[config.mk]
export PLATFORM = sky130hd
export DESIGN_NAME = lpht_fifo
export DESIGN_NICKNAME = d
export VERILOG_FILES = /design/src/rtl/core/linear_probe_hash_table_core_assert.svh /design/src/rtl/core/lpht_pkg.sv /design/src/rtl/core/lpht_fifo.sv
export SDC_FILE = /design/constraint.sdc
export NUM_CORES = 1
export LEC_CHECK = 0
export BUFFER_PORTS_ARGS = -buffer_cell sky130_fd_sc_hd__buf_4
export CAP_MARGIN = 20
export CORE_MARGIN = 2
export CORE_UTILIZATION = 48
export DETAILED_ROUTE_END_ITERATION = 12
export PLACE_DENSITY_LB_ADDON = 0.12
export SYNTH_ARGS = -nofsm -noshare
export SYNTH_HDL_FRONTEND = slang
export SYNTH_SLANG_ARGS = --single-unit
[constraint.sdc]
create_clock -name aclk -period 1.25 [get_ports aclk]
set_input_delay 0.25 -clock aclk [delete_from_list [all_inputs] [get_ports aclk]]
set_output_delay 0.25 -clock aclk [all_outputs]
set_load 0.02 [all_outputs]
[src/rtl/core/linear_probe_hash_table_core_assert.svh]
// Assertion macros for the linear probe hash table core.
// Used by the top level only; needs aclk and aresetn in scope.
`ifndef LINEAR_PROBE_HASH_TABLE_CORE_ASSERT_SVH
`define LINEAR_PROBE_HASH_TABLE_CORE_ASSERT_SVH

`define LPHT_ASSERT_IMPL(label, ante, cons, msg) \
    label: assert property (@(posedge aclk) disable iff (!aresetn) (ante) |-> (cons)) \
        else $error(msg);

`define LPHT_ASSERT_NEXT(label, ante, cons, msg) \
    label: assert property (@(posedge aclk) disable iff (!aresetn) (ante) |=> (cons)) \
        else $error(msg);

`endif

[src/rtl/core/lpht_pkg.sv]
// Shared constants, codes and types for the linear probe hash table core.
// No dependencies.
package lpht_pkg;

    localparam int MAX_BUCKETS_DEF = 1024;
    localparam int KEY_BITS_DEF    = 31;

    localparam int CFG_W    = 11;
    localparam logic [CFG_W-1:0] CFG_RESET = 11'd1024;
    localparam int ACTION_W = 2;
    localparam int STATUS_W = 3;
    localparam int VALUE_W  = 10;
    localparam int FIFO_DEPTH = 2;

    localparam logic [ACTION_W-1:0] ACT_INSERT = 2'd0;
    localparam logic [ACTION_W-1:0] ACT_FIND   = 2'd1;
    localparam logic [ACTION_W-1:0] ACT_ERASE  = 2'd2;

    localparam logic [STATUS_W-1:0] ST_INSERTED = 3'd0;
    localparam logic [STATUS_W-1:0] ST_PRESENT  = 3'd1;
    localparam logic [STATUS_W-1:0] ST_FULL     = 3'd2;
    localparam logic [STATUS_W-1:0] ST_FOUND    = 3'd3;
    localparam logic [STATUS_W-1:0] ST_ABSENT   = 3'd4;
    localparam logic [STATUS_W-1:0] ST_ERASED   = 3'd5;

    typedef struct packed {
        logic [STATUS_W-1:0] status;
        logic [VALUE_W-1:0]  value;
    } res_t;

endpackage

[src/rtl/core/lpht_fifo.sv]
// Short request queue between the front end and the table engine.
// Depends on lpht_pkg.
module lpht_fifo import lpht_pkg::*; #(
    parameter int WIDTH = 8
) (
    input  logic             aclk,
    input  logic             aresetn,
    input  logic             push,
    input  logic [WIDTH-1:0] push_data,
    output logic             full,
    input  logic             pop,
    output logic             not_empty,
    output logic [WIDTH-1:0] pop_data
);
    localparam int PTR_W = $clog2(FIFO_DEPTH);
    localparam int CNT_W = $clog2(FIFO_DEPTH + 1);

    logic [WIDTH-1:0] slot_reg [FIFO_DEPTH];
    logic [PTR_W-1:0] wr_reg;
    logic [PTR_W-1:0] rd_reg;
    logic [CNT_W-1:0] cnt_reg;

    assign full      = (cnt_reg == CNT_W'(FIFO_DEPTH));
    assign not_empty = (cnt_reg != '0);
    assign pop_data  = slot_reg[rd_reg];

    always_ff @(posedge aclk) begin
        if (!aresetn) begin
            wr_reg  <= '0;
            rd_reg  <= '0;
            cnt_reg <= '0;
        end else begin
            if (push) begin
                wr_reg <= (wr_reg == PTR_W'(FIFO_DEPTH - 1)) ? '0 : wr_reg + 1'b1;
            end
            if (pop) begin
                rd_reg <= (rd_reg == PTR_W'(FIFO_DEPTH - 1)) ? '0 : rd_reg + 1'b1;
            end
            if (push && !pop) begin
                cnt_reg <= cnt_reg + 1'b1;
            end else if (pop && !push) begin
                cnt_reg <= cnt_reg - 1'b1;
            end
        end
    end

    always_ff @(posedge aclk) begin
        if (push) begin
            slot_reg[wr_reg] <= push_data;
        end
    end

endmodule

Word-level counts from Yosys, hierarchy flattened
Memories as Yosys holds them, arrays and structs flattened. A register that Yosys moved wholly into a read port is not among the register bits.
Index checks and enable logic that the tools add are counted.

storage, ports and cells
  register bits after elaboration = 4
  bits in writable memories = 16
  input port bits = 12
  output and inout bits = 10
  logic and storage cells = 23
  memories kept = 1

memory list
  memory    depth  bits a word  rd ports  clocked after Yosys merged registers in  wr ports  RTL line         text
  slot_reg  2      8            1         1                                        1         lpht_fifo.sv:18  logic [WIDTH-1:0] slot_reg [FIFO_DEPTH];

cells by class
  add/subtract/negate cells = 4
  equal/unequal tests = 1
  multiplexer cells = 8
  reductions and logical operators = 6

operators by type and width
  operator                                                             count
  1-bit 2-to-1 mux                                                     6
  2-bit 2-to-1 mux                                                     2
  2-bit nonzero test                                                   2
  1-bit adder (second input constant)                                  2
  2-bit by 1-bit adder with 2-bit output (second input constant)       1
  2-bit == test (second input constant)                                1
  1-bit logical AND                                                    2
  1-bit logical NOT                                                    2
  2-bit by 1-bit subtractor with 2-bit output (second input constant)  1

Depth between registers and ports, before layout
Gate-level depths: netlist of the first run.

  word-level depth = 4
  mapped depth = 5
  gate-level depth less buffers = 5

Worst setup path before layout of the first run
Ideal clock, no wire load.

  path type = register to register
  from = register wr_reg
  to = memory slot_reg[0][0] (enable)
  library setup time = 375 ps
  arrival time = 730 ps
  data required time = 875 ps
  setup slack = 146 ps
  cell stages (with the launch flop) = 2
  buffers on the path = 0
  clock period less this slack = 1,104 ps
  cell sequence = dfxtp_1 -> nor2b_1

RTL lines
  item                    RTL line         text
  from (decl)             lpht_fifo.sv:19  logic [PTR_W-1:0] wr_reg;
  from (signal assigned)  lpht_fifo.sv:34  wr_reg <= (wr_reg == PTR_W'(FIFO_DEPTH - 1)) ? '0 : wr_reg + 1'b1;
  to (decl)               lpht_fifo.sv:18

Straight into the memory's write port.

==> results of run 1 <==
-- kinds of logic (layout without fill, tap and decap cells) --
logic type | after synthesis | in the layout
adder cells (fa/ha/maj) | 1 | 1
XOR/XNOR | 3 | 3
AND/OR/NAND/NOR | 9 | 9
AO/OA/AOI/OAI | 3 | 3
flip-flops | 21 | 21
buffers and inverters | 2 | 33
multiplexers | 8 | 8
-- layer usage --
metal / track usage / wire, µm / part of all wire / vias up
li1: - / - / - / 230
met1: 0.168 / 506 / 0.41 / 227
met2: 0.267 / 671 / 0.54 / 14
met3: 0.0480 / 58 / 0.047 / 2
met4: 0.0727 / 11 / 0.0088 / 0
met5: 0 / 0 / 0 / -
-- power groups by stage --
stage	registers [mW]	clock network, mW	logic [mW]
floorplan	0.828	0	0.153
global placement	0.832	0	0.267
detailed placement	0.834	0	0.274
CTS	0.822	0.318	0.350
global route	0.827	0.350	0.371
finish	0.823	0.304	0.350
-- area by class of cell --
cell class / instances / area (µm²) / share of cell area
Clock buffer: 4 / 26.3 / 0.0233
Tap cell: 16 / 20.0 / 0.0177
Multi-Input combinational cell: 24 / 240 / 0.213
Timing Repair Buffer: 28 / 255 / 0.226
Sequential cell: 21 / 584 / 0.517
Inverter: 1 / 3.75 / 0.00332
-- synthesized netlist by cell type --
cell and count:
edfxtp_1 16, mux2_2 8, dfxtp_1 5, and2_1 4, nor2b_1 2, xor2_1 2, a21boi_1 1, and2b_2 1
buf_2 1, ha_1 1, inv_1 1, o21a_1 1, o21ai_0 1, or2_2 1, or3_1 1, xnor2_1 1
-- path summary, 6_finish.rpt --
| check | to | slack [ps] | depth (start not counted) |
|---|---|---|---|
| hold / removal | slot_reg[1][5]$_DFFE_PP_ | 140 | 1 |
| hold reg to reg | flip-flop | 600 | 2 |
| setup reg to reg | cnt_reg[1]$_SDFFE_PN0P_ | 80 | 4 |
| setup / recovery | pop_data[7] | -210 | 3 |
-- what timing repair did --
| action | CTS | global route |
|---|---|---|
| setup buffers | 2 | 0 |
| endpoints found under the setup margin | 10 | 10 |
| gates resized for setup | 24 | 0 |
-- stage by stage --
step | util | cell area [µm²] | power (mW) | instances
CTS | 0.741 | 1130 | 1.49 | 94
global route | 0.741 | 1130 | 1.55 | 94
floorplan | - | 797 | 0.981 | 47
detailed placement | 0.661 | 1010 | 1.11 | 88
finish | 0.741 | 1130 | 1.48 | 94
global placement | 0.661 | 1010 | 1.10 | 88
-- worst reg2reg max path, cell delays in order (launching register included) --
cell	delay (ps)
dfxtp_2	350
buf_4	130
xor2_1	160
or3_1	300
a21boi_1	150
==> flow_metrics.env, run 1 <==
export IMPL_root_buffer="clkbuf_4"
export IMPL_syn_nets=60
export IMPL_start_kind="flip-flop"
export IMPL_whs_ps=137
export IMPL_yosysTopAreaCellShare=0.603
export IMPL_post_place_ws_ps=-3.53
export IMPL_sw_frac_of_total=0.233
export IMPL_status="finished with violations"
export IMPL_worst_endpoint_required_ps=1000
export IMPL_hold_buffers=0
export IMPL_critical_path_class="flip-flop to primary output"
export IMPL_timing_final_ws_setup_ps=-215
export IMPL_synthCells=47
export IMPL_dp_final_hpwl_um=895
export IMPL_endpoint_kind="primary output"
export IMPL_synth_warning_count=0
export IMPL_portBuffers=21
export IMPL_numCtsBuffers=3
export IMPL_clock_sinks=21
export IMPL_synth_cell_types=16
export IMPL_wl_per_cell_um=13.3
export IMPL_drc=0
export IMPL_largest_register_ffs=16
export IMPL_antenna_left=0
export IMPL_routabilityCongestion=0.662
export IMPL_synthMuxAreaShare=0.113
export IMPL_synth_area_um2=797
export IMPL_leakage_nw=0.478
export IMPL_drt_initial_drc_count=16
export IMPL_crit_top_cell="buf_6"
export IMPL_tns_ps=-1670
export IMPL_clkPwrFrac=0.206
export IMPL_clk_pin_slew_worst_paths_ps=100
export IMPL_cpPeakStageDelay_ps=360
export IMPL_ys_ff_latch=21
export IMPL_nets=92
export IMPL_yosysSeqAreaShare=0.728
export IMPL_dr_pass1_iters=3
export IMPL_yosysTopAreaCell="edfxtp_1"
export IMPL_avgSynthCellArea_um2=17.0
export IMPL_final_cell_mix="buf_4, edfxtp_1, buf_6"
export IMPL_power_density_nw_per_um2=1310
export IMPL_critPathTopFamily="flip-flops"
export IMPL_grt_pass1_wl_um=2100
export IMPL_drt_vias_per_instance=5.03
export IMPL_synth_compound_gate_area_share=0.0251
export IMPL_worstPathArrival_ps=1210
export IMPL_violations="setup timing"
export IMPL_hold_class="primary input to flip-flop"
export IMPL_synth_top_family_by_area="multiplexers"
export IMPL_rsz0062_at_grt="true"
export IMPL_die_y_um=44.8
export IMPL_synth_adder_area_share=0.0157
export IMPL_path_max_fanout=5
export IMPL_syn_to_final_growth_pct=41.8
export IMPL_nFillCells=99
export IMPL_drv_cap=0
export IMPL_post_route_period_util=1.17
export IMPL_hold_viol=0
export IMPL_io_pin_count=22
export IMPL_synth_simple_area_share=0.0738
export IMPL_post_route_min_period_ps=1460
export IMPL_max_freq_mhz=683
export IMPL_ctsHtreeMaxLevel=1
export IMPL_maxSlewViolCount=0
export IMPL_clk_path_buf_depth=2
export IMPL_seqPwrFrac=0.557
export IMPL_start_util=0.523
export IMPL_max_slew_margin_rel=0.746
export IMPL_fp_dieArea_um2=2000
export IMPL_drive_gt1_frac=0.564
export IMPL_rows=14
export IMPL_drt_wl_total_um=1250
export IMPL_grt_max_degree=12
export IMPL_grt_remaining_overflow=0
export IMPL_synth_area_top_cells="edfxtp_1, dfxtp_1, mux2_2"
export IMPL_vias=473
export IMPL_cp_slowest_cell="dfxtp_2"
export IMPL_r2r_start="cnt_reg[0]$_SDFFE_PN0P_"
export IMPL_grt_pass1_vias=522
export IMPL_tightest_slew_ps=381
export IMPL_peakVddDrop_uv=1010
export IMPL_track_usage=0.153
export IMPL_hp_start="push_data[5]"
export IMPL_cts_tree="yes"
export IMPL_setup_viol=10
export IMPL_synth_xor_area_frac=0.0330
export IMPL_finClkSkew_ps=1.98
export IMPL_antenna_found_initial=0
export IMPL_path_buf_inv=2
export IMPL_coreArea_um2=1520
export IMPL_switchingPower_uw=344
export IMPL_clk_latency_ps=290
export IMPL_die_w_um=44.8
export IMPL_diodes=0
export IMPL_power_frac_comb=0.237
export IMPL_internal_power_mw=1.13
export IMPL_path_cells="buf_6, mux2_4, buf_6"
Note: power is estimated with default switching activity, not from simulation.
==> run 2: changes to the inputs <==
--- a/config.mk
+++ b/config.mk
@@ -10,7 +10,7 @@
 export CORE_MARGIN = 2
 export CORE_UTILIZATION = 48
 export DETAILED_ROUTE_END_ITERATION = 12
-export PLACE_DENSITY_LB_ADDON = 0.12
+export PLACE_DENSITY = 0.74
 export SYNTH_ARGS = -nofsm -noshare
 export SYNTH_HDL_FRONTEND = slang
 export SYNTH_SLANG_ARGS = --single-unit
==> flow_metrics.env, run 2 (synthesis gave the netlist of run 1 again) <==
export IMPL_status="finished with violations"
export IMPL_violations="setup timing"
export IMPL_critical_path_class="flip-flop to primary output"
export IMPL_finalPower_mw=1.48
export IMPL_path_max_fanout=5
export IMPL_rsz0062_at_grt="true"
export IMPL_hold_viol=0
export IMPL_largest_register_ffs=16
export IMPL_drive_gt1_frac=0.570
export IMPL_nets=93
export IMPL_clk_latency_ps=290
export IMPL_io_pin_count=22
export IMPL_final_cell_mix="buf_4, edfxtp_1, buf_6"
export IMPL_dr_pass1_iters=4
export IMPL_fp_dieArea_um2=2000
export IMPL_routabilityCongestion=0.628
export IMPL_final_common_cell="buf_4"
export IMPL_hold_class="primary input to flip-flop"
export IMPL_drt_initial_drc_count=3
export IMPL_die_y_um=44.8
export IMPL_rrSetupSlack_ps=80
export IMPL_track_usage=0.151
export IMPL_r2r_end="cnt_reg[1]$_SDFFE_PN0P_"
export IMPL_start_util=0.523
export IMPL_rows=14
export IMPL_whs_ps=138
export IMPL_r2r_start="cnt_reg[0]$_SDFFE_PN0P_"
export IMPL_wl_per_cell_um=14.3
export IMPL_post_route_period_util=1.17
export IMPL_clk_pin_slew_worst_paths_ps=110
export IMPL_drt_vias_per_instance=5.09
export IMPL_post_route_min_period_ps=1470
export IMPL_nFillCells=107
export IMPL_finClkSkew_ps=1.51
export IMPL_peakVddDrop_uv=968
export IMPL_tightest_slew_ps=168
export IMPL_root_buffer="clkbuf_4"
export IMPL_grt_max_degree=12
export IMPL_grt_pass1_vias=479
export IMPL_timing_final_ws_setup_ps=-216
export IMPL_antenna_found_initial=0
export IMPL_max_slew_margin_rel=0.887
export IMPL_ctsHtreeMaxLevel=1
export IMPL_leakage_nw=0.484
export IMPL_reg2reg_depth=4
export IMPL_power_density_nw_per_um2=1300
export IMPL_setup_viol=8
export IMPL_grt_pass1_wl_um=2060
export IMPL_die_w_um=44.8
export IMPL_antenna_left=0
export IMPL_diodes=0
export IMPL_min_path_cells=1
export IMPL_grt_remaining_overflow=0
export IMPL_drt_wl_total_um=1360
export IMPL_syn_to_final_growth_pct=42.7
export IMPL_drc=0
export IMPL_drv_cap=0
export IMPL_coreArea_um2=1520
export IMPL_cts_tree="yes"
export IMPL_vias=484
export IMPL_worst_endpoint_required_ps=1000
export IMPL_numCtsBuffers=3
export IMPL_worstPathArrival_ps=1220
export IMPL_min_to="slot_reg[0][2]$_DFFE_PP_"
export IMPL_clock_sinks=21
export IMPL_endpoint_kind="primary output"
export IMPL_maxSlewViolCount=0
export IMPL_max_freq_mhz=682
export IMPL_dp_final_hpwl_um=965
export IMPL_clk_path_buf_depth=2
export IMPL_portBuffers=21
export IMPL_hold_buffers=0
export IMPL_start_kind="flip-flop"
export IMPL_hp_start="push_data[2]"
-- run 2: cell types whose count changed in the layout (fill, tap and decap cells not counted), sizes merged --
| cell | before | now |
|---|---|---|
| buf | 28 | 29 |
-- run 2: how the worst max path moves through the flow --
stage	from	endpoint	slack, ps	depth (start not counted)
2_1_floorplan	wr_reg$_SDFFE_PN0P_	slot_reg[0][0]$_DFFE_PP_	150	1
3_3_place_gp	push	cnt_reg[1]$_SDFFE_PN0P_	50	5
3_5_place_dp	push	cnt_reg[1]$_SDFFE_PN0P_	3	5
4_1_cts	flip-flop	pop_data[1]	-230	3
5_1_grt	flip-flop	pop_data[1]	-270	3
6_report	flip-flop	pop_data[1]	-220	3
-- run 2: power by group --
part	internal [mW]	leakage, nW	switching, mW	total (mW)
logic	0.205	0.276	0.142	0.347
clock network	0.124	0.0150	0.184	0.308
registers	0.802	0.193	0.0204	0.822
-- run 2: routing by layer --
metal  vias to the layer above  wire, µm  part of all wire  GRT usage
met2                        16       722              0.53      0.301
met5                         -         0                 0          0
met1                       231       538              0.40      0.155
met4                         0        38             0.028     0.0545
met3                         4        58             0.043     0.0240
li1                        233         -                 -          -
-- run 2: critical path, cell delays in order (launching register included) --
cell and delay [ps]:
dfxtp_2 360, buf_6 130, mux2_4 310, buf_6 130
-- run 2: area by class of cell --
cell class / instances / area, µm² / area share
well taps: 16 / 20.0 / 0.0176
flip-flops and latches: 21 / 584 / 0.514
clock buffers: 4 / 26.3 / 0.0231
repair buffers: 29 / 263 / 0.231
inverters: 1 / 3.75 / 0.00330
multi-input cells: 24 / 240 / 0.211
-- run 2: what timing repair did --
action | 4_1_cts | 5_1_grt
pin swaps | 1 | 0
hold endpoints to repair | 0 | 0
setup endpoints to repair | 10 | 10
buffers inserted | 1 | 0
gates resized for setup | 21 | 3
-- run 2: metrics by stage --
step	TNS (ps)	util	setup WS (ps)	area [µm²]	std cells
floorplan	0	-	146	797	47
global placement	0	0.671	50.3	1020	90
detailed placement	0	0.671	2.93	1020	90
CTS	-1750	0.739	-226	1130	95
global route	-2080	0.746	-267	1140	95
finish	-1640	0.746	-216	1140	95
==> run 3: changes to the inputs <==
--- a/config.mk
+++ b/config.mk
@@ -5,12 +5,12 @@
 export SDC_FILE = /design/constraint.sdc
 export NUM_CORES = 1
 export LEC_CHECK = 0
-export BUFFER_PORTS_ARGS = -buffer_cell sky130_fd_sc_hd__buf_4
 export CAP_MARGIN = 20
 export CORE_MARGIN = 2
-export CORE_UTILIZATION = 48
+export CORE_UTILIZATION = 55
 export DETAILED_ROUTE_END_ITERATION = 12
-export PLACE_DENSITY = 0.74
+export DONT_BUFFER_PORTS = 1
+export PLACE_DENSITY = 0.7
 export SYNTH_ARGS = -nofsm -noshare
 export SYNTH_HDL_FRONTEND = slang
 export SYNTH_SLANG_ARGS = --single-unit
==> flow_metrics.env, run 3 (synthesis gave the netlist of run 1 again) <==
export IMPL_whs_ps=45.8
export IMPL_setup_viol=8
export IMPL_die_w_um=42.1
export IMPL_final_cell_mix="edfxtp_1, mux2_4, and2_1"
export IMPL_antenna_left=0
export IMPL_reg2reg_depth=1
export IMPL_clock_sinks=21
export IMPL_track_usage=0.149
export IMPL_worst_endpoint_required_ps=1000
export IMPL_finClkSkew_ps=3.67
export IMPL_nFillCells=89
export IMPL_rsz0062_at_grt="true"
export IMPL_grt_pass1_wl_um=1840
export IMPL_diodes=0
export IMPL_tightest_slew_ps=374
export IMPL_multi_input_area_um2=240
export IMPL_post_route_min_period_ps=1380
export IMPL_start_util=0.598
export IMPL_grt_use_met2=0.291
export IMPL_largest_register_ffs=16
export IMPL_routabilityCongestion=0.600
export IMPL_nets=67
export IMPL_grt_pass1_vias=417
export IMPL_post_route_period_util=1.10
export IMPL_hold_viol=0
export IMPL_clk_latency_ps=290
export IMPL_clk_path_buf_depth=2
export IMPL_timing_final_ws_setup_ps=-126
export IMPL_coreArea_um2=1330
export IMPL_clk_pin_slew_worst_paths_ps=110
export IMPL_portBuffers=0
export IMPL_status="finished with violations"
export IMPL_critical_path_class="flip-flop to primary output"
export IMPL_grt_max_degree=13
export IMPL_syn_to_final_growth_pct=14.0
export IMPL_min_path_cells=0
export IMPL_top_usage_layer="met2"
export IMPL_grt_remaining_overflow=0
export IMPL_dr_pass1_iters=3
export IMPL_worstPathArrival_ps=1130
export IMPL_drt_wl_total_um=1140
export IMPL_drive_gt1_frac=0.358
export IMPL_seqCellArea_um2=583
export IMPL_path_max_fanout=8
export IMPL_violations="setup timing"
export IMPL_endpoint_kind="primary output"
export IMPL_peakVddDrop_uv=945
export IMPL_ctsHtreeMaxLevel=1
export IMPL_wl_per_cell_um=16.8
export IMPL_maxSlewViolCount=0
export IMPL_leakage_nw=0.349
export IMPL_vias=366
export IMPL_grtUsageMet1=0.141
export IMPL_hold_class="primary input to flip-flop"
export IMPL_start_kind="flip-flop"
export IMPL_final_common_cell="edfxtp_1"
export IMPL_power_density_nw_per_um2=1480
export IMPL_numCtsBuffers=3
export IMPL_rows=13
export IMPL_antenna_found_initial=0
export IMPL_met3_usage=0.0216
export IMPL_drc=0
export IMPL_fp_dieArea_um2=1770
export IMPL_root_buffer="clkbuf_4"
export IMPL_drt_initial_drc_count=1
export IMPL_cts_tree="yes"
export IMPL_max_freq_mhz=727
export IMPL_drv_cap=0
export IMPL_post_place_ws_ps=57.7
export IMPL_io_pin_count=22
export IMPL_drt_vias_per_instance=5.38
export IMPL_die_y_um=42.1
export IMPL_max_slew_margin_rel=0.750
export IMPL_finalPower_mw=1.34
export IMPL_hold_buffers=0
-- run 3: cell type report --
type / instances / share of cell area
well taps: 15 / 0.0207
flip-flops and latches: 21 / 0.642
clock inverters: 1 / 0.00551
clock buffers: 3 / 0.0248
repair buffers: 3 / 0.0386
inverters: 1 / 0.00413
multi-input cells: 24 / 0.264
-- run 3: path summary, 6_finish.rpt --
check / from / endpoint / slack (ps)
max: flip-flop / pop_data[2] / -130
min: push_data[1] / slot_reg[1][1]$_DFFE_PP_ / 50
max reg2reg: wr_reg$_SDFFE_PN0P_ / slot_reg[1][5]$_DFFE_PP_ / 200
min reg2reg: cnt_reg[1]$_SDFFE_PN0P_ / cnt_reg[1]$_SDFFE_PN0P_ / 520
-- run 3: repair_timing --
action / CTS / global route
setup endpoints to repair: 10 / 8
resized for setup: 11 / 0
buffers inserted: 0 / 0
hold endpoints to repair: 0 / 0
-- run 3: critical path, cell delays in order (launching register included) --
cell     delay [ps]
dfxtp_2         360
buf_12          130
mux2_4          340
-- run 3: per-layer routing --
layer	vias to the layer above	share of wire	wire, µm
li1	182	-	-
met1	168	0.36	416
met2	14	0.57	653
met3	2	0.057	65
met4	0	0.0070	8
met5	-	0	0
-- run 3: power by group --
group          internal (mW)  switching, mW  total (mW)
combinational          0.104          0.110       0.214
clock                  0.119          0.183       0.302
sequential             0.801         0.0230       0.824
total                   1.02          0.316        1.34
-- run 3: through the flow --
step	utilization	cells	TNS, ps	instance area [µm²]
finish	0.681	68	-979	908
global route	0.681	68	-1350	908
CTS	0.681	68	-1140	908
detailed placement	0.634	64	0	846
global placement	0.634	64	0	846
floorplan	-	47	0	797
