File: src/rtl/core/linear_probe_hash_table_core_assert.svh
// Assertion macros for the linear probe hash table core.
// Used by the top level only; needs aclk and aresetn in scope.
`ifndef LINEAR_PROBE_HASH_TABLE_CORE_ASSERT_SVH
`define LINEAR_PROBE_HASH_TABLE_CORE_ASSERT_SVH

`define LPHT_ASSERT_IMPL(label, ante, cons, msg) \
    label: assert property (@(posedge aclk) disable iff (!aresetn) (ante) |-> (cons)) \
        else $error(msg);

`define LPHT_ASSERT_NEXT(label, ante, cons, msg) \
    label: assert property (@(posedge aclk) disable iff (!aresetn) (ante) |=> (cons)) \
        else $error(msg);

`endif

File: src/rtl/core/lpht_pkg.sv
// Shared constants, codes and types for the linear probe hash table core.
// No dependencies.
package lpht_pkg;

    localparam int MAX_BUCKETS_DEF = 1024;
    localparam int KEY_BITS_DEF    = 31;

    localparam int CFG_W    = 11;
    localparam logic [CFG_W-1:0] CFG_RESET = 11'd1024;
    localparam int ACTION_W = 2;
    localparam int STATUS_W = 3;
    localparam int VALUE_W  = 10;
    localparam int FIFO_DEPTH = 2;

    localparam logic [ACTION_W-1:0] ACT_INSERT = 2'd0;
    localparam logic [ACTION_W-1:0] ACT_FIND   = 2'd1;
    localparam logic [ACTION_W-1:0] ACT_ERASE  = 2'd2;

    localparam logic [STATUS_W-1:0] ST_INSERTED = 3'd0;
    localparam logic [STATUS_W-1:0] ST_PRESENT  = 3'd1;
    localparam logic [STATUS_W-1:0] ST_FULL     = 3'd2;
    localparam logic [STATUS_W-1:0] ST_FOUND    = 3'd3;
    localparam logic [STATUS_W-1:0] ST_ABSENT   = 3'd4;
    localparam logic [STATUS_W-1:0] ST_ERASED   = 3'd5;

    typedef struct packed {
        logic [STATUS_W-1:0] status;
        logic [VALUE_W-1:0]  value;
    } res_t;

endpackage

File: src/rtl/core/lpht_mod.sv
// Bit-serial restoring remainder unit: dividend modulo divisor, one bit per cycle.
// Depends on lpht_pkg.
module lpht_mod import lpht_pkg::*; #(
    parameter int MAX_BUCKETS = MAX_BUCKETS_DEF,
    parameter int KEY_BITS    = KEY_BITS_DEF
) (
    input  logic                                 aclk,
    input  logic                                 aresetn,
    input  logic                                 start,
    input  logic [KEY_BITS-1:0]                  dividend,
    input  logic [$clog2(MAX_BUCKETS+1)-1:0]     divisor,
    output logic                                 done,
    output logic [$clog2(MAX_BUCKETS)-1:0]       rem
);
    localparam int IDX_W = $clog2(MAX_BUCKETS);
    localparam int DIV_W = $clog2(MAX_BUCKETS + 1);
    localparam int CNT_W = $clog2(KEY_BITS + 1);

    logic                busy_reg;
    logic                done_reg;
    logic [CNT_W-1:0]    cnt_reg;
    logic [KEY_BITS-1:0] q_reg;
    logic [DIV_W-1:0]    r_reg;
    logic [DIV_W:0]      trial;
    logic [DIV_W-1:0]    r_next;

    always_comb begin
        trial = {r_reg, q_reg[KEY_BITS-1]};
        if (trial >= {1'b0, divisor}) begin
            r_next = DIV_W'(trial - {1'b0, divisor});
        end else begin
            r_next = trial[DIV_W-1:0];
        end
    end

    always_ff @(posedge aclk) begin
        if (!aresetn) begin
            busy_reg <= 1'b0;
            done_reg <= 1'b0;
            cnt_reg  <= '0;
        end else begin
            done_reg <= 1'b0;
            if (start) begin
                busy_reg <= 1'b1;
                cnt_reg  <= '0;
            end else if (busy_reg) begin
                cnt_reg <= cnt_reg + 1'b1;
                if (cnt_reg == CNT_W'(KEY_BITS - 1)) begin
                    busy_reg <= 1'b0;
                    done_reg <= 1'b1;
                end
            end
        end
    end

    always_ff @(posedge aclk) begin
        if (start) begin
            q_reg <= dividend;
            r_reg <= '0;
        end else if (busy_reg) begin
            q_reg <= {q_reg[KEY_BITS-2:0], 1'b0};
            r_reg <= r_next;
        end
    end

    assign done = done_reg;
    assign rem  = r_reg[IDX_W-1:0];

endmodule

File: src/rtl/core/lpht_front.sv
// Front end: takes requests, works out the home bucket and queues them.
// Depends on lpht_pkg and lpht_mod.
module lpht_front import lpht_pkg::*; #(
    parameter int MAX_BUCKETS = MAX_BUCKETS_DEF,
    parameter int KEY_BITS    = KEY_BITS_DEF
) (
    input  logic                                             aclk,
    input  logic                                             aresetn,
    input  logic                                             init_done,
    input  logic [$clog2(MAX_BUCKETS+1)-1:0]                 div_eff,
    input  logic                                             in_valid,
    output logic                                             in_ready,
    input  logic [ACTION_W-1:0]                              in_action,
    input  logic [KEY_BITS-1:0]                              in_key,
    output logic                                             push_valid,
    input  logic                                             push_ready,
    output logic [ACTION_W+KEY_BITS+$clog2(MAX_BUCKETS)-1:0] push_data
);
    localparam int IDX_W = $clog2(MAX_BUCKETS);
    localparam logic [1:0] F_IDLE = 2'd0;
    localparam logic [1:0] F_MOD  = 2'd1;
    localparam logic [1:0] F_PUSH = 2'd2;

    logic [1:0]          st_reg;
    logic [ACTION_W-1:0] act_reg;
    logic [KEY_BITS-1:0] key_reg;
    logic [IDX_W-1:0]    home_reg;
    logic                accept;
    logic                mod_done;
    logic [IDX_W-1:0]    mod_rem;

    assign in_ready   = init_done && (st_reg == F_IDLE);
    assign accept     = in_valid && in_ready;
    assign push_valid = (st_reg == F_PUSH);
    assign push_data  = {home_reg, key_reg, act_reg};

    lpht_mod #(.MAX_BUCKETS(MAX_BUCKETS), .KEY_BITS(KEY_BITS)) u_mod (
        .aclk     (aclk),
        .aresetn  (aresetn),
        .start    (accept),
        .dividend (in_key),
        .divisor  (div_eff),
        .done     (mod_done),
        .rem      (mod_rem)
    );

    always_ff @(posedge aclk) begin
        if (!aresetn) begin
            st_reg <= F_IDLE;
        end else begin
            case (st_reg)
                F_IDLE: begin
                    if (accept) begin
                        st_reg <= F_MOD;
                    end
                end
                F_MOD: begin
                    if (mod_done) begin
                        st_reg <= F_PUSH;
                    end
                end
                F_PUSH: begin
                    if (push_ready) begin
                        st_reg <= F_IDLE;
                    end
                end
                default: st_reg <= F_IDLE;
            endcase
        end
    end

    always_ff @(posedge aclk) begin
        if (accept) begin
            act_reg <= in_action;
            key_reg <= in_key;
        end
        if (st_reg == F_MOD && mod_done) begin
            home_reg <= mod_rem;
        end
    end

endmodule

File: config.mk
export PLATFORM = sky130hd
export DESIGN_NAME = lpht_front
export DESIGN_NICKNAME = d
export VERILOG_FILES = /design/src/rtl/core/linear_probe_hash_table_core_assert.svh /design/src/rtl/core/lpht_pkg.sv /design/src/rtl/core/lpht_mod.sv /design/src/rtl/core/lpht_front.sv
export SDC_FILE = /design/constraint.sdc
export NUM_CORES = 1
export LEC_CHECK = 0
export ABC_CLOCK_PERIOD_IN_PS = 3900
export BUFFER_PORTS_ARGS = -buffer_cell sky130_fd_sc_hd__clkbuf_2
export CAP_MARGIN = 20
export CORE_ASPECT_RATIO = 0.9
export CORE_MARGIN = 1
export CORE_UTILIZATION = 50
export DETAILED_ROUTE_END_ITERATION = 10
export PLACE_DENSITY = 0.81
export SLEW_MARGIN = 40
export SYNTH_ARGS = -nofsm -noshare
export SYNTH_HDL_FRONTEND = slang
export SYNTH_SLANG_ARGS = --single-unit
File: constraint.sdc
create_clock -name aclk -period 3.9 [get_ports aclk]
set_input_delay 0.195 -clock aclk [delete_from_list [all_inputs] [get_ports aclk]]
set_output_delay 0.195 -clock aclk [all_outputs]
set_load 0.02 [all_outputs]
After elaboration in Yosys (flattened, before gate mapping)
Cells that the tools add are included.

operators by class
  multipliers = 0
  bitwise operators = 2
  eq/ne operators = 6
  divide/modulo/power cells = 0
  shift-type cells = 0
  magnitude comparators = 1
  reductions and logical operators = 8
  add/subtract/negate cells = 2
  muxes and demuxes = 11

operator list
  cell                                            number
  two-way mux 31 bit                              2
  >= comparator 12 x 11 -> 1 bit                  1
  two-way mux 11 bit                              1
  subtractor 11 bit                               1
  two-way mux 2 bit                               3
  case mux 2 bit (3 select lines)                 1
  adder 5 x 1 -> 5 bit (second input constant)    1
  == test 5 bit (second input constant)           1
  two-way mux 1 bit                               4
  != test 2 x 1 -> 1 bit (second input constant)  2
  logical AND 1 bit                               3
  AND reduction 3 bit                             1
  OR reduction 3 bit                              1
  == test 2 x 1 -> 1 bit (second input constant)  1
  == test 2 bit (second input constant)           1
  logical NOT 2 bit                               1
  != test 2 bit (second input constant)           1
  NOT 1 bit                                       2
  nonzero test 2 bit                              1
  OR reduction 2 bit                              1

word-level totals
  memory bits (read-only) = 0
  latch bits = 0
  flip-flop bits (word level) = 94
  memories = 0
  RAM bits = 0
  word-level logic and storage cells = 39
  input bits = 49
  output and inout bits = 45

Depth between registers and ports, before layout
Gate-level depths: netlist of run 1.

  depth after elaboration = 5
  mapped depth = 10
  gate-level depth less buffers = 9

Cells and area by module
From an unflattened synthesis of run 1, not the netlist that was laid out.

second synthesis, totals
  cells, all modules = 299
  area total of the unflattened synthesis = 4164.0 sq um

by module, submodules not included
  module      instances  sequential area each (sq um)  cells an instance  area each (sq um)
  lpht_mod    1          1291.2                        243                2761.4
  lpht_front  1          1331.3                        56                 1402.6

Worst setup path after synthesis of run 1
No wires, ideal clock.

  kind = register -> register
  from = reg st_reg[0]
  to = reg act_reg[0], enable pin
  data arrival time = 2508 ps
  required time = 3490 ps
  setup time = 410 ps
  path slack = 982 ps
  stages on the path, launching flop included = 5
  period minus slack after synthesis = 2918 ps
  buffers on the path = 1
  cells stage by stage = dfxtp_1 > nor3b_1 > nand2_1 > inv_1 > buf_1

on the way
  cells in the longest elaborated chain, start to end = 3

ends and longest elaborated chain
  element                 line              source
  from (decl)             lpht_front.sv:24  logic [1:0] st_reg;
  from (signal assigned)  lpht_front.sv:49  st_reg <= F_IDLE;
  from (signal assigned)  lpht_front.sv:54  st_reg <= F_MOD;
  from (signal assigned)  lpht_front.sv:59  st_reg <= F_PUSH;
  logical NOT 2 bit       lpht_front.sv:32  assign in_ready = init_done && (st_reg == F_IDLE);
  logical AND 1 bit       lpht_front.sv:32
  net in_ready            lpht_front.sv:12  output logic in_ready,
  logical AND 1 bit       lpht_front.sv:33  assign accept = in_valid && in_ready;
  net accept              lpht_front.sv:28  logic accept;
  to (signal assigned)    lpht_front.sv:74  act_reg <= in_action;
  to (decl)               lpht_front.sv:25  logic [ACTION_W-1:0] act_reg;

The timed path passes the listed nets, and every way through them passes these cells.
A chain may end at the register's enable or synchronous reset.

Worst setup path in the final report of run 1
  from = reg u_mod.q_reg[30]
  to = reg u_mod.r_reg[9]

on the way
  cells in the longest elaborated chain, start to end = 2
  elaborated cells on any way between the ends = 3
  those cells by class = 1 x add/sub; 1 x order compare; 1 x mux

ends and longest elaborated chain
  element                                                              line                            source
  from (decl)                                                          lpht_mod.sv:22                  logic [KEY_BITS-1:0] q_reg;
  from (signal assigned)                                               lpht_mod.sv:58                  q_reg <= dividend;
  from (signal assigned)                                               lpht_mod.sv:61                  q_reg <= {q_reg[KEY_BITS-2:0], 1'b0};
  subtractor 11 bit or >= comparator 12 x 11 -> 1 bit (tied branches)  lpht_mod.sv:30, lpht_mod.sv:29
  two-way mux 11 bit (*)                                               lpht_mod.sv:29                  if (trial >= {1'b0, divisor}) begin
  to (signal assigned)                                                 lpht_mod.sv:62                  r_reg <= r_next;
  to (decl)                                                            lpht_mod.sv:23                  logic [DIV_W-1:0] r_reg;

Mark *: on every way between the ends. The rest lies on a longest branch, timed or not.

==> results.py, run 1 <==
metrics = {
    "cts": {
        "tritoncts": "yes",
        "cts_made_buffers": 9,
        "worstSkewPairLatency_ns": 0.36,
        "root_buffer": "clkbuf_8",
        "cts.clk_slew.worst_paths_ns": 0.09,
        "cts_resized": 0,
        "htree_levels": 3,
        "hold_buffers": 1,
        "ctsLongestPathBuffers": 2,
        "cts.sinks": 94,
        "cts_setup_buffers": 0,
    },
    "global_route": {
        "grt_antenna_before_repair": 0,
        "grt_pass1_wl_mm": 12.4,
        "first_global_vias": 2658,
        "grt_usage": 0.188,
        "grt_max_degree": 65,
        "grt_overflow": 0,
    },
    "sta": {
        "fmax_mhz": 383,
        "slew_headroom": 0.522,
        "drv_slew": 0,
        "setup_viol": 0,
        "final-hold-violation-count": 0,
        "tns_ns": 0,
        "tightest_slew_ns": 0.716,
        "finClkSkew_ns": 0.0108,
        "fin_crit_ns": 2.61,
        "rsz0062_at_grt": "no",
        "timing.final.crit_share": 0.670,
    },
    "final_layout": {
        "final_area_sq_mm": 0.00483,
        "nets": 513,
        "post_route_cells_drive_above_1_share": 0.273,
        "instances_no_fill": 550,
        "diodes": 0,
        "area_growth_pct": 19.2,
    },
    "floorplanning": {
        "die-area_sq_mm": 0.00848,
        "die_y_um": 87.4,
        "die_w_um": 96.9,
        "row_count": 30,
        "start_util": 0.527,
        "core_sq_mm": 0.00769,
        "io_pins": 94,
    },
    "route": {
        "initialDrtViolationCount": 179,
        "first_pass_iters": 5,
        "drc_errors": 0,
        "drt_wl_total_mm": 7.80,
        "vias": 2908,
        "wire_per_inst_um": 14.2,
        "ant_nets": 0,
        "viasPerCell": 5.29,
    },
    "setup_path": {
        "worstSetupPathType": "register to register",
        "worstPathArrival_ns": 2.91,
        "cp_max_fo": 12,
        "required_ns": 4.20,
        "cp-end-kind": "register",
        "cp-start-kind": "register",
    },
    "flow_run": {
        "cap_viol_max_count": 0,
    },
    "synthesis": {
        "syn_area_sq_mm": 0.00406,
        "syn_area_per_cell_sq_um": 11.6,
        "syn_nets": 414,
        "ys.flop_type": "edfxtp_1",
        "yosysUniqueCellTypes": 48,
        "ys_async_sr_fraction": 0,
        "synth_edf_count": 74,
        "synth-seq-cells": 94,
        "synth_seq_area_share": 0.647,
        "postSynthCellCount": 351,
        "yosys_warnings": 0,
    },
    "placement": {
        "dpl_cell_area_sq_mm": 0.00463,
        "gp_congestion": 0.880,
        "dp.final_hpwl_mm": 5.61,
        "numPortBuffers": 93,
        "dpl.cell_count": 534,
    },
    "pwr": {
        "ir_worst_vdd_mv": 0.214,
        "p_per_area_mw_per_mm2": 505,
        "power_leakage_nw": 2.13,
    },
    "hold_path": {
        "min_path_type": "primary input to register",
    },
    "outcome": {
        "outcome": "completed",
    },
}
==> where the power goes <==
| part | switching [W] | internal [W] | total (W) | leakage, nW |
|---|---|---|---|---|
| clock | 0.000335 | 0.000311 | 0.000646 | 0.0948 |
| combinational | 0.000314 | 0.000231 | 0.000545 | 1.18 |
| sequential | 0.0000616 | 0.00119 | 0.00125 | 0.863 |
| total | 0.000710 | 0.00173 | 0.00244 | 2.13 |
==> layer usage <==
layer / vias to the layer above / part of all wire / global-route usage
li1: 1421 / - / -
met5: - / 0 / 0
met4: 0 / 0.021 / 0.0787
met1: 1370 / 0.44 / 0.248
met3: 19 / 0.061 / 0.0522
met2: 98 / 0.48 / 0.296
==> worst paths after layout <==
path                    from        endpoint  slack (ns)  depth (start not counted)
max          u_mod.q_reg[30]  u_mod.r_reg[9]        1.29                          9
min             in_action[0]      act_reg[0]        0.02                          1
max reg2reg  u_mod.q_reg[30]  u_mod.r_reg[9]        1.29                          9
min reg2reg        st_reg[1]       st_reg[0]        0.49                          1
==> metrics by stage <==
stage | hold WS, ns | util | worst slack, ns | total power [W]
2_1_floorplan | 0.294 | - | 0.982 | 0.00167
3_3_place_gp | 0.379 | 0.601 | 1.43 | 0.00179
3_5_place_dp | 0.378 | 0.601 | 1.33 | 0.00181
4_1_cts | 0.00655 | 0.628 | 1.30 | 0.00245
5_1_grt | 0.00501 | 0.628 | 1.20 | 0.00256
6_report | 0.0189 | 0.628 | 1.29 | 0.00244
==> worst max-delay path, cell delays in order, from the launching register on <==
cell	delay (ns)
edfxtp_1	0.34
inv_1	0.05
ha_1	0.20
fa_1	0.41
and2b_1	0.25
o22ai_2	0.11
a211o_2	0.37
nand2_2	0.27
or4b_1	0.47
nand3_1	0.09
==> area by class of cell <==
| cell class | count | area [sq um] |
|---|---|---|
| clock buffers | 10 | 138 |
| flip-flops and latches | 94 | 2620 |
| fillers | 628 | 2860 |
| inverters | 20 | 75.1 |
| repair buffers | 98 | 505 |
| clock inverters | 5 | 58.8 |
| multi-input cells | 227 | 1310 |
| well taps | 96 | 120 |
==> synth_stat cells, types with 2 or more instances <==
library cell | number | area (sq um)
nand2_1 | 104 | 390
o21ai_0 | 13 | 65.1
nor2b_1 | 3 | 18.8
nor2_1 | 12 | 45.0
xor2_1 | 3 | 26.3
inv_1 | 20 | 75.1
o31a_1 | 2 | 17.5
o221a_2 | 2 | 22.5
clkbuf_1 | 6 | 22.5
mux2i_1 | 4 | 40.0
o21a_1 | 4 | 30.0
and3_1 | 3 | 18.8
ha_1 | 13 | 163
nand4_1 | 6 | 37.5
and2b_1 | 2 | 15.0
xnor2_1 | 5 | 43.8
nand3_1 | 4 | 20.0
a21oi_1 | 11 | 55.1
a21o_1 | 3 | 22.5
nor3b_1 | 3 | 22.5
a31oi_1 | 3 | 18.8
buf_1 | 3 | 11.3
nor3_1 | 4 | 20.0
a211oi_1 | 2 | 15.0
dfxtp_1 | 20 | 400
edfxtp_1 | 74 | 2220
==> cells by family (layout without fill, tap and decap cells) <==
group           after synthesis  in the layout  share of synthesized area
xor+xnor                      8              8                     0.0173
fa+ha+maj                    14             14                     0.0450
buf+inv                      30            133                     0.0296
compound gates               50             50                     0.0839
mux                           5              5                     0.0136
simple gates                150            150                      0.164
flops                        94             94                      0.647
==> placed cells by master (no fill, tap or decap), drive strengths merged, types with 2 or more instances in the layout <==
cell	Yosys	final
nand2	105	105
clkbuf	6	103
edfxtp	74	74
inv	20	21
dfxtp	20	20
o21ai	14	14
ha	13	13
nor2	12	12
a21oi	12	12
nand4	6	6
xnor2	5	5
nor3	5	5
o21a	4	4
nand3	4	4
mux2i	4	4
buf	4	4
and3	4	4
nor3b	3	3
nor2b	3	3
xor2	3	3
a21o	3	3
a31oi	3	3
and2b	2	2
o221a	2	2
o31a	2	2
a211oi	2	2
clkinvlp	0	2
o22ai	2	2
a211o	2	2
Note: power is estimated with default switching activity, not from simulation.
==> run 2: changes to the inputs <==
ABC_CLOCK_PERIOD_IN_PS = 2300   (was 3900)
CORE_UTILIZATION = 48   (was 50)
clock period = 2.3 ns   (was 3.9 ns; I/O delays follow)
==> results.py, run 2 (synthesis gave the netlist of run 1 again) <==
metrics = {
    "hold_path": {
        "worstHoldEndpoint": "st_reg[1]",
        "min_path_type": "primary input to register",
        "hp-start": "push_ready",
        "whs_path_depth": 3,
    },
    "floorplanning": {
        "row_count": 31,
        "core_sq_mm": 0.00811,
        "die_y_um": 89.2,
        "start_util": 0.500,
        "die_w_um": 98.9,
        "io_pins": 94,
        "die-area_sq_mm": 0.00882,
    },
    "route": {
        "viasPerCell": 5.20,
        "drt_wl_total_mm": 9.03,
        "initialDrtViolationCount": 204,
        "first_pass_iters": 4,
        "vias": 3116,
        "drc_errors": 0,
        "ant_nets": 0,
        "wire_per_inst_um": 15.1,
    },
    "placement": {
        "dpl.cell_count": 548,
        "gp_congestion": 0.881,
        "numPortBuffers": 93,
        "dp_slack_ns": -0.0482,
        "dp.final_hpwl_mm": 5.66,
    },
    "sta": {
        "fmax_mhz": 442,
        "setup_viol": 0,
        "tightest_slew_ns": 0.700,
        "rsz0062_at_grt": "no",
        "drv_slew": 0,
        "final-hold-violation-count": 0,
        "timing.final.crit_share": 0.984,
        "setup_slack_ns": 0.0373,
        "tns_ns": 0,
        "fin_crit_ns": 2.26,
        "finClkSkew_ns": 0.00801,
        "slew_headroom": 0.533,
    },
    "pwr": {
        "ir_worst_vdd_mv": 0.429,
        "p_per_area_mw_per_mm2": 821,
        "power_leakage_nw": 2.33,
    },
    "cts": {
        "tritoncts": "yes",
        "root_buffer": "clkbuf_8",
        "cts.clk_slew.worst_paths_ns": 0.09,
        "cts_made_buffers": 9,
        "ctsLongestPathBuffers": 2,
        "worstSkewPairLatency_ns": 0.37,
        "cts.sinks": 94,
        "htree_levels": 3,
    },
    "setup_path": {
        "worstSetupPathType": "register to register",
        "required_ns": 2.61,
        "r2r-end": "u_mod.r_reg[9]",
        "cp-end-kind": "register",
        "cp_max_fo": 5,
        "rrSetupSlack_ns": 0.04,
        "worstPathArrival_ns": 2.57,
        "ff2ff_path_depth": 9,
        "timing.rr.start": "u_mod.q_reg[30]",
        "cp-start-kind": "register",
    },
    "global_route": {
        "grt_max_degree": 65,
        "grt_antenna_before_repair": 0,
        "first_global_vias": 2848,
        "grt_usage": 0.207,
        "grt_pass1_wl_mm": 13.7,
        "grt_overflow": 0,
    },
    "final_layout": {
        "final_cell_mix": "nand2_1, clkbuf_2, edfxtp_1",
        "layout_commonest_cell": "nand2_1",
        "diodes": 0,
        "area_growth_pct": 30.8,
        "nets": 558,
        "fill_cells": 598,
        "post_route_cells_drive_above_1_share": 0.284,
        "fin_util": 0.654,
        "instances_no_fill": 599,
    },
    "outcome": {
        "outcome": "completed",
    },
    "flow_run": {
        "cap_viol_max_count": 0,
    },
}
==> run 2: per-stage QoR <==
stage                     area (sq um)  hold WS [ns]  power, W
after floorplan                   4070         0.214   0.00283
after global placement            4720         0.298   0.00313
after detailed placement          4720         0.294   0.00315
after CTS                         5280        0.0464   0.00431
after global routing              5300        0.0659   0.00454
final                             5300        0.0515   0.00435
==> run 2: critical path, cell delays in order (launching register included) <==
cell      delay, ns
edfxtp_1       0.35
inv_2          0.05
ha_4           0.16
fa_2           0.33
and2b_2        0.24
o22ai_2        0.08
a211o_4        0.37
nand2_4        0.10
or4b_1         0.44
nand3_1        0.09
==> run 2: power breakdown <==
| part | leakage [nW] | switching (W) | total (W) | internal (W) |
|---|---|---|---|---|
| clock | 0.0964 | 0.000611 | 0.00112 | 0.000513 |
| sequential | 0.863 | 0.0000960 | 0.00211 | 0.00201 |
| combinational | 1.37 | 0.000597 | 0.00112 | 0.000522 |
==> run 2: worst max-delay path by stage <==
stage	from	to	slack, ns
finish	u_mod.q_reg[30]	u_mod.r_reg[9]	0.04
global route	u_mod.q_reg[30]	u_mod.r_reg[9]	0.0001
CTS	u_mod.q_reg[30]	u_mod.r_reg[9]	0.01
detailed placement	u_mod.q_reg[30]	u_mod.r_reg[9]	-0.05
global placement	u_mod.q_reg[30]	u_mod.r_reg[9]	0.03
floorplan	u_mod.q_reg[30]	u_mod.r_reg[9]	0.05
==> run 2: final cells by class <==
| cell class | count | area [sq um] | area share |
|---|---|---|---|
| Inverter | 20 | 78.8 | 0.0149 |
| Multi-Input combinational cell | 227 | 1350 | 0.255 |
| Timing Repair Buffer | 143 | 930 | 0.175 |
| Clock buffer | 10 | 128 | 0.0241 |
| Sequential cell | 94 | 2620 | 0.494 |
| Clock inverter | 6 | 70.1 | 0.0132 |
| Tap cell | 99 | 124 | 0.0234 |
==> run 2: routing by layer <==
layer / GRT usage / wire (um)
met5: 0 / 0
met4: 0.0896 / 162
met3: 0.0430 / 338
met2: 0.352 / 4580
met1: 0.262 / 3960
==> run 2: repair_timing <==
action                                  4_1_cts  5_1_grt
resized for setup                             4        5
pin swaps                                     1        3
hold endpoints to repair                     34        0
endpoints found under the setup margin        4        8
hold buffers                                 34        0
buffers inserted                              0        1
==> run 3: changes to the inputs <==
GPL_TIMING_DRIVEN = 0   (was default)
==> results.py, run 3 (synthesis gave the netlist of run 1 again) <==
metrics = {
    "floorplanning": {
        "core_sq_mm": 0.00811,
        "die_y_um": 89.2,
        "die-area_sq_mm": 0.00882,
        "io_pins": 94,
        "row_count": 31,
        "start_util": 0.500,
        "die_w_um": 98.9,
    },
    "sta": {
        "drv_slew": 0,
        "finClkSkew_ns": 0.0105,
        "fin_crit_ns": 2.30,
        "slew_headroom": 0.586,
        "timing.final.crit_share": 0.999,
        "final-hold-violation-count": 0,
        "setup_viol": 0,
        "rsz0062_at_grt": "yes",
        "whs_ns": 0.0225,
        "tightest_slew_ns": 0.618,
        "tns_ns": 0,
        "fmax_mhz": 435,
    },
    "final_layout": {
        "final_area_sq_mm": 0.00538,
        "seq_area_sq_mm": 0.00262,
        "layout_commonest_cell": "nand2_1",
        "diodes": 0,
        "post_route_cells_drive_above_1_share": 0.298,
        "multi_input_area_sq_mm": 0.00139,
        "fill_cells": 592,
        "final_cell_mix": "nand2_1, clkbuf_2, edfxtp_1",
        "nets": 566,
        "area_growth_pct": 32.6,
    },
    "cts": {
        "htree_levels": 3,
        "root_buffer": "clkbuf_8",
        "worstSkewPairLatency_ns": 0.35,
        "cts_made_buffers": 9,
        "ctsLongestPathBuffers": 2,
        "cts.sinks": 94,
        "cts.clk_slew.worst_paths_ns": 0.09,
        "tritoncts": "yes",
    },
    "hold_path": {
        "min_path_type": "primary input to register",
    },
    "route": {
        "viasPerCell": 5.26,
        "dr_wl_met3_um": 397,
        "drc_errors": 0,
        "wl_met2_mm": 4.64,
        "wire_per_inst_um": 15.0,
        "ant_nets": 0,
        "wl_met1_mm": 3.93,
        "vias": 3189,
        "first_pass_iters": 4,
        "drt_wl_total_mm": 9.07,
        "top_layer_used": "met4",
        "initialDrtViolationCount": 207,
    },
    "global_route": {
        "grt_usage": 0.209,
        "grt_max_degree": 43,
        "grt_antenna_before_repair": 0,
        "grt_overflow": 0,
        "first_global_vias": 2870,
        "grt_pass1_wl_mm": 13.9,
    },
    "setup_path": {
        "required_ns": 2.53,
        "worstSetupPathType": "register to register",
        "cp_max_fo": 4,
        "worstPathArrival_ns": 2.53,
        "cp-end-kind": "register",
        "cp-start-kind": "register",
    },
    "placement": {
        "dpl_cell_area_sq_mm": 0.00467,
        "dp.final_hpwl_mm": 5.86,
        "gp_congestion": 0.862,
        "numPortBuffers": 93,
    },
    "outcome": {
        "outcome": "completed",
    },
    "pwr": {
        "totalPowerFinal_w": 0.00433,
        "power_leakage_nw": 2.35,
        "ir_worst_vdd_mv": 0.411,
        "p_per_area_mw_per_mm2": 806,
    },
    "flow_run": {
        "cap_viol_max_count": 0,
    },
}
run 3: area by class of cell:
cell class	instances	area share
Timing Repair Buffer	140	0.172
Inverter	20	0.0147
Multi-Input combinational cell	227	0.259
Buffer	10	0.00978
Tap cell	99	0.0230
Sequential cell	94	0.488
Timing Repair inverter	1	0.00140
Clock buffer	9	0.0230
Clock inverter	6	0.00861
run 3: stage by stage:
step | utilization | setup slack, ns | cells
6_report | 0.663 | 0.00236 | 606
5_1_grt | 0.663 | -0.0516 | 606
4_1_cts | 0.654 | -0.0526 | 600
3_5_place_dp | 0.576 | -0.198 | 544
3_3_place_gp | 0.575 | -0.138 | 543
2_1_floorplan | - | 0.0543 | 351
run 3: path summary, 6_finish.rpt:
path / slack [ns] / cells past startpoint / end / from
hold reg to reg: 0.49 / 0 / home_reg[8] / u_mod.r_reg[8]
setup reg to reg: 0.002 / 10 / u_mod.r_reg[2] / u_mod.q_reg[30]
setup / recovery: 0.002 / 10 / u_mod.r_reg[2] / u_mod.q_reg[30]
hold / removal: 0.02 / 2 / st_reg[1] / aresetn
run 3: per-layer routing:
layer,global-route usage,vias up
li1,-,1536
met1,0.273,1543
met2,0.359,102
met3,0.0352,8
met4,0.0746,0
met5,0,-
run 3: power breakdown:
part	internal (W)	switching (W)	leakage, nW
registers	0.00202	0.000103	0.863
clock network	0.000395	0.000581	0.0821
logic	0.000612	0.000627	1.40
total	0.00302	0.00131	2.35
run 3: what timing repair did:
action                                  in CTS  in global routing
setup buffers                                6                  6
gates resized for setup                     13                  6
endpoints found under the setup margin      41                 42
endpoints found under the hold margin       33                  0
pin swaps                                    5                  6
gates cloned                                 2                  0
hold buffers                                33                  0
run 3: critical path, cell delays in order, from the launching register on:
cell and delay (ns):
edfxtp_1 0.36, inv_2 0.06, ha_4 0.16, fa_2 0.34, and2b_1 0.24, o22ai_2 0.09
a211o_4 0.36, nand2_4 0.09, bufbuf_16 0.25, mux2i_1 0.17, o21ai_1 0.07
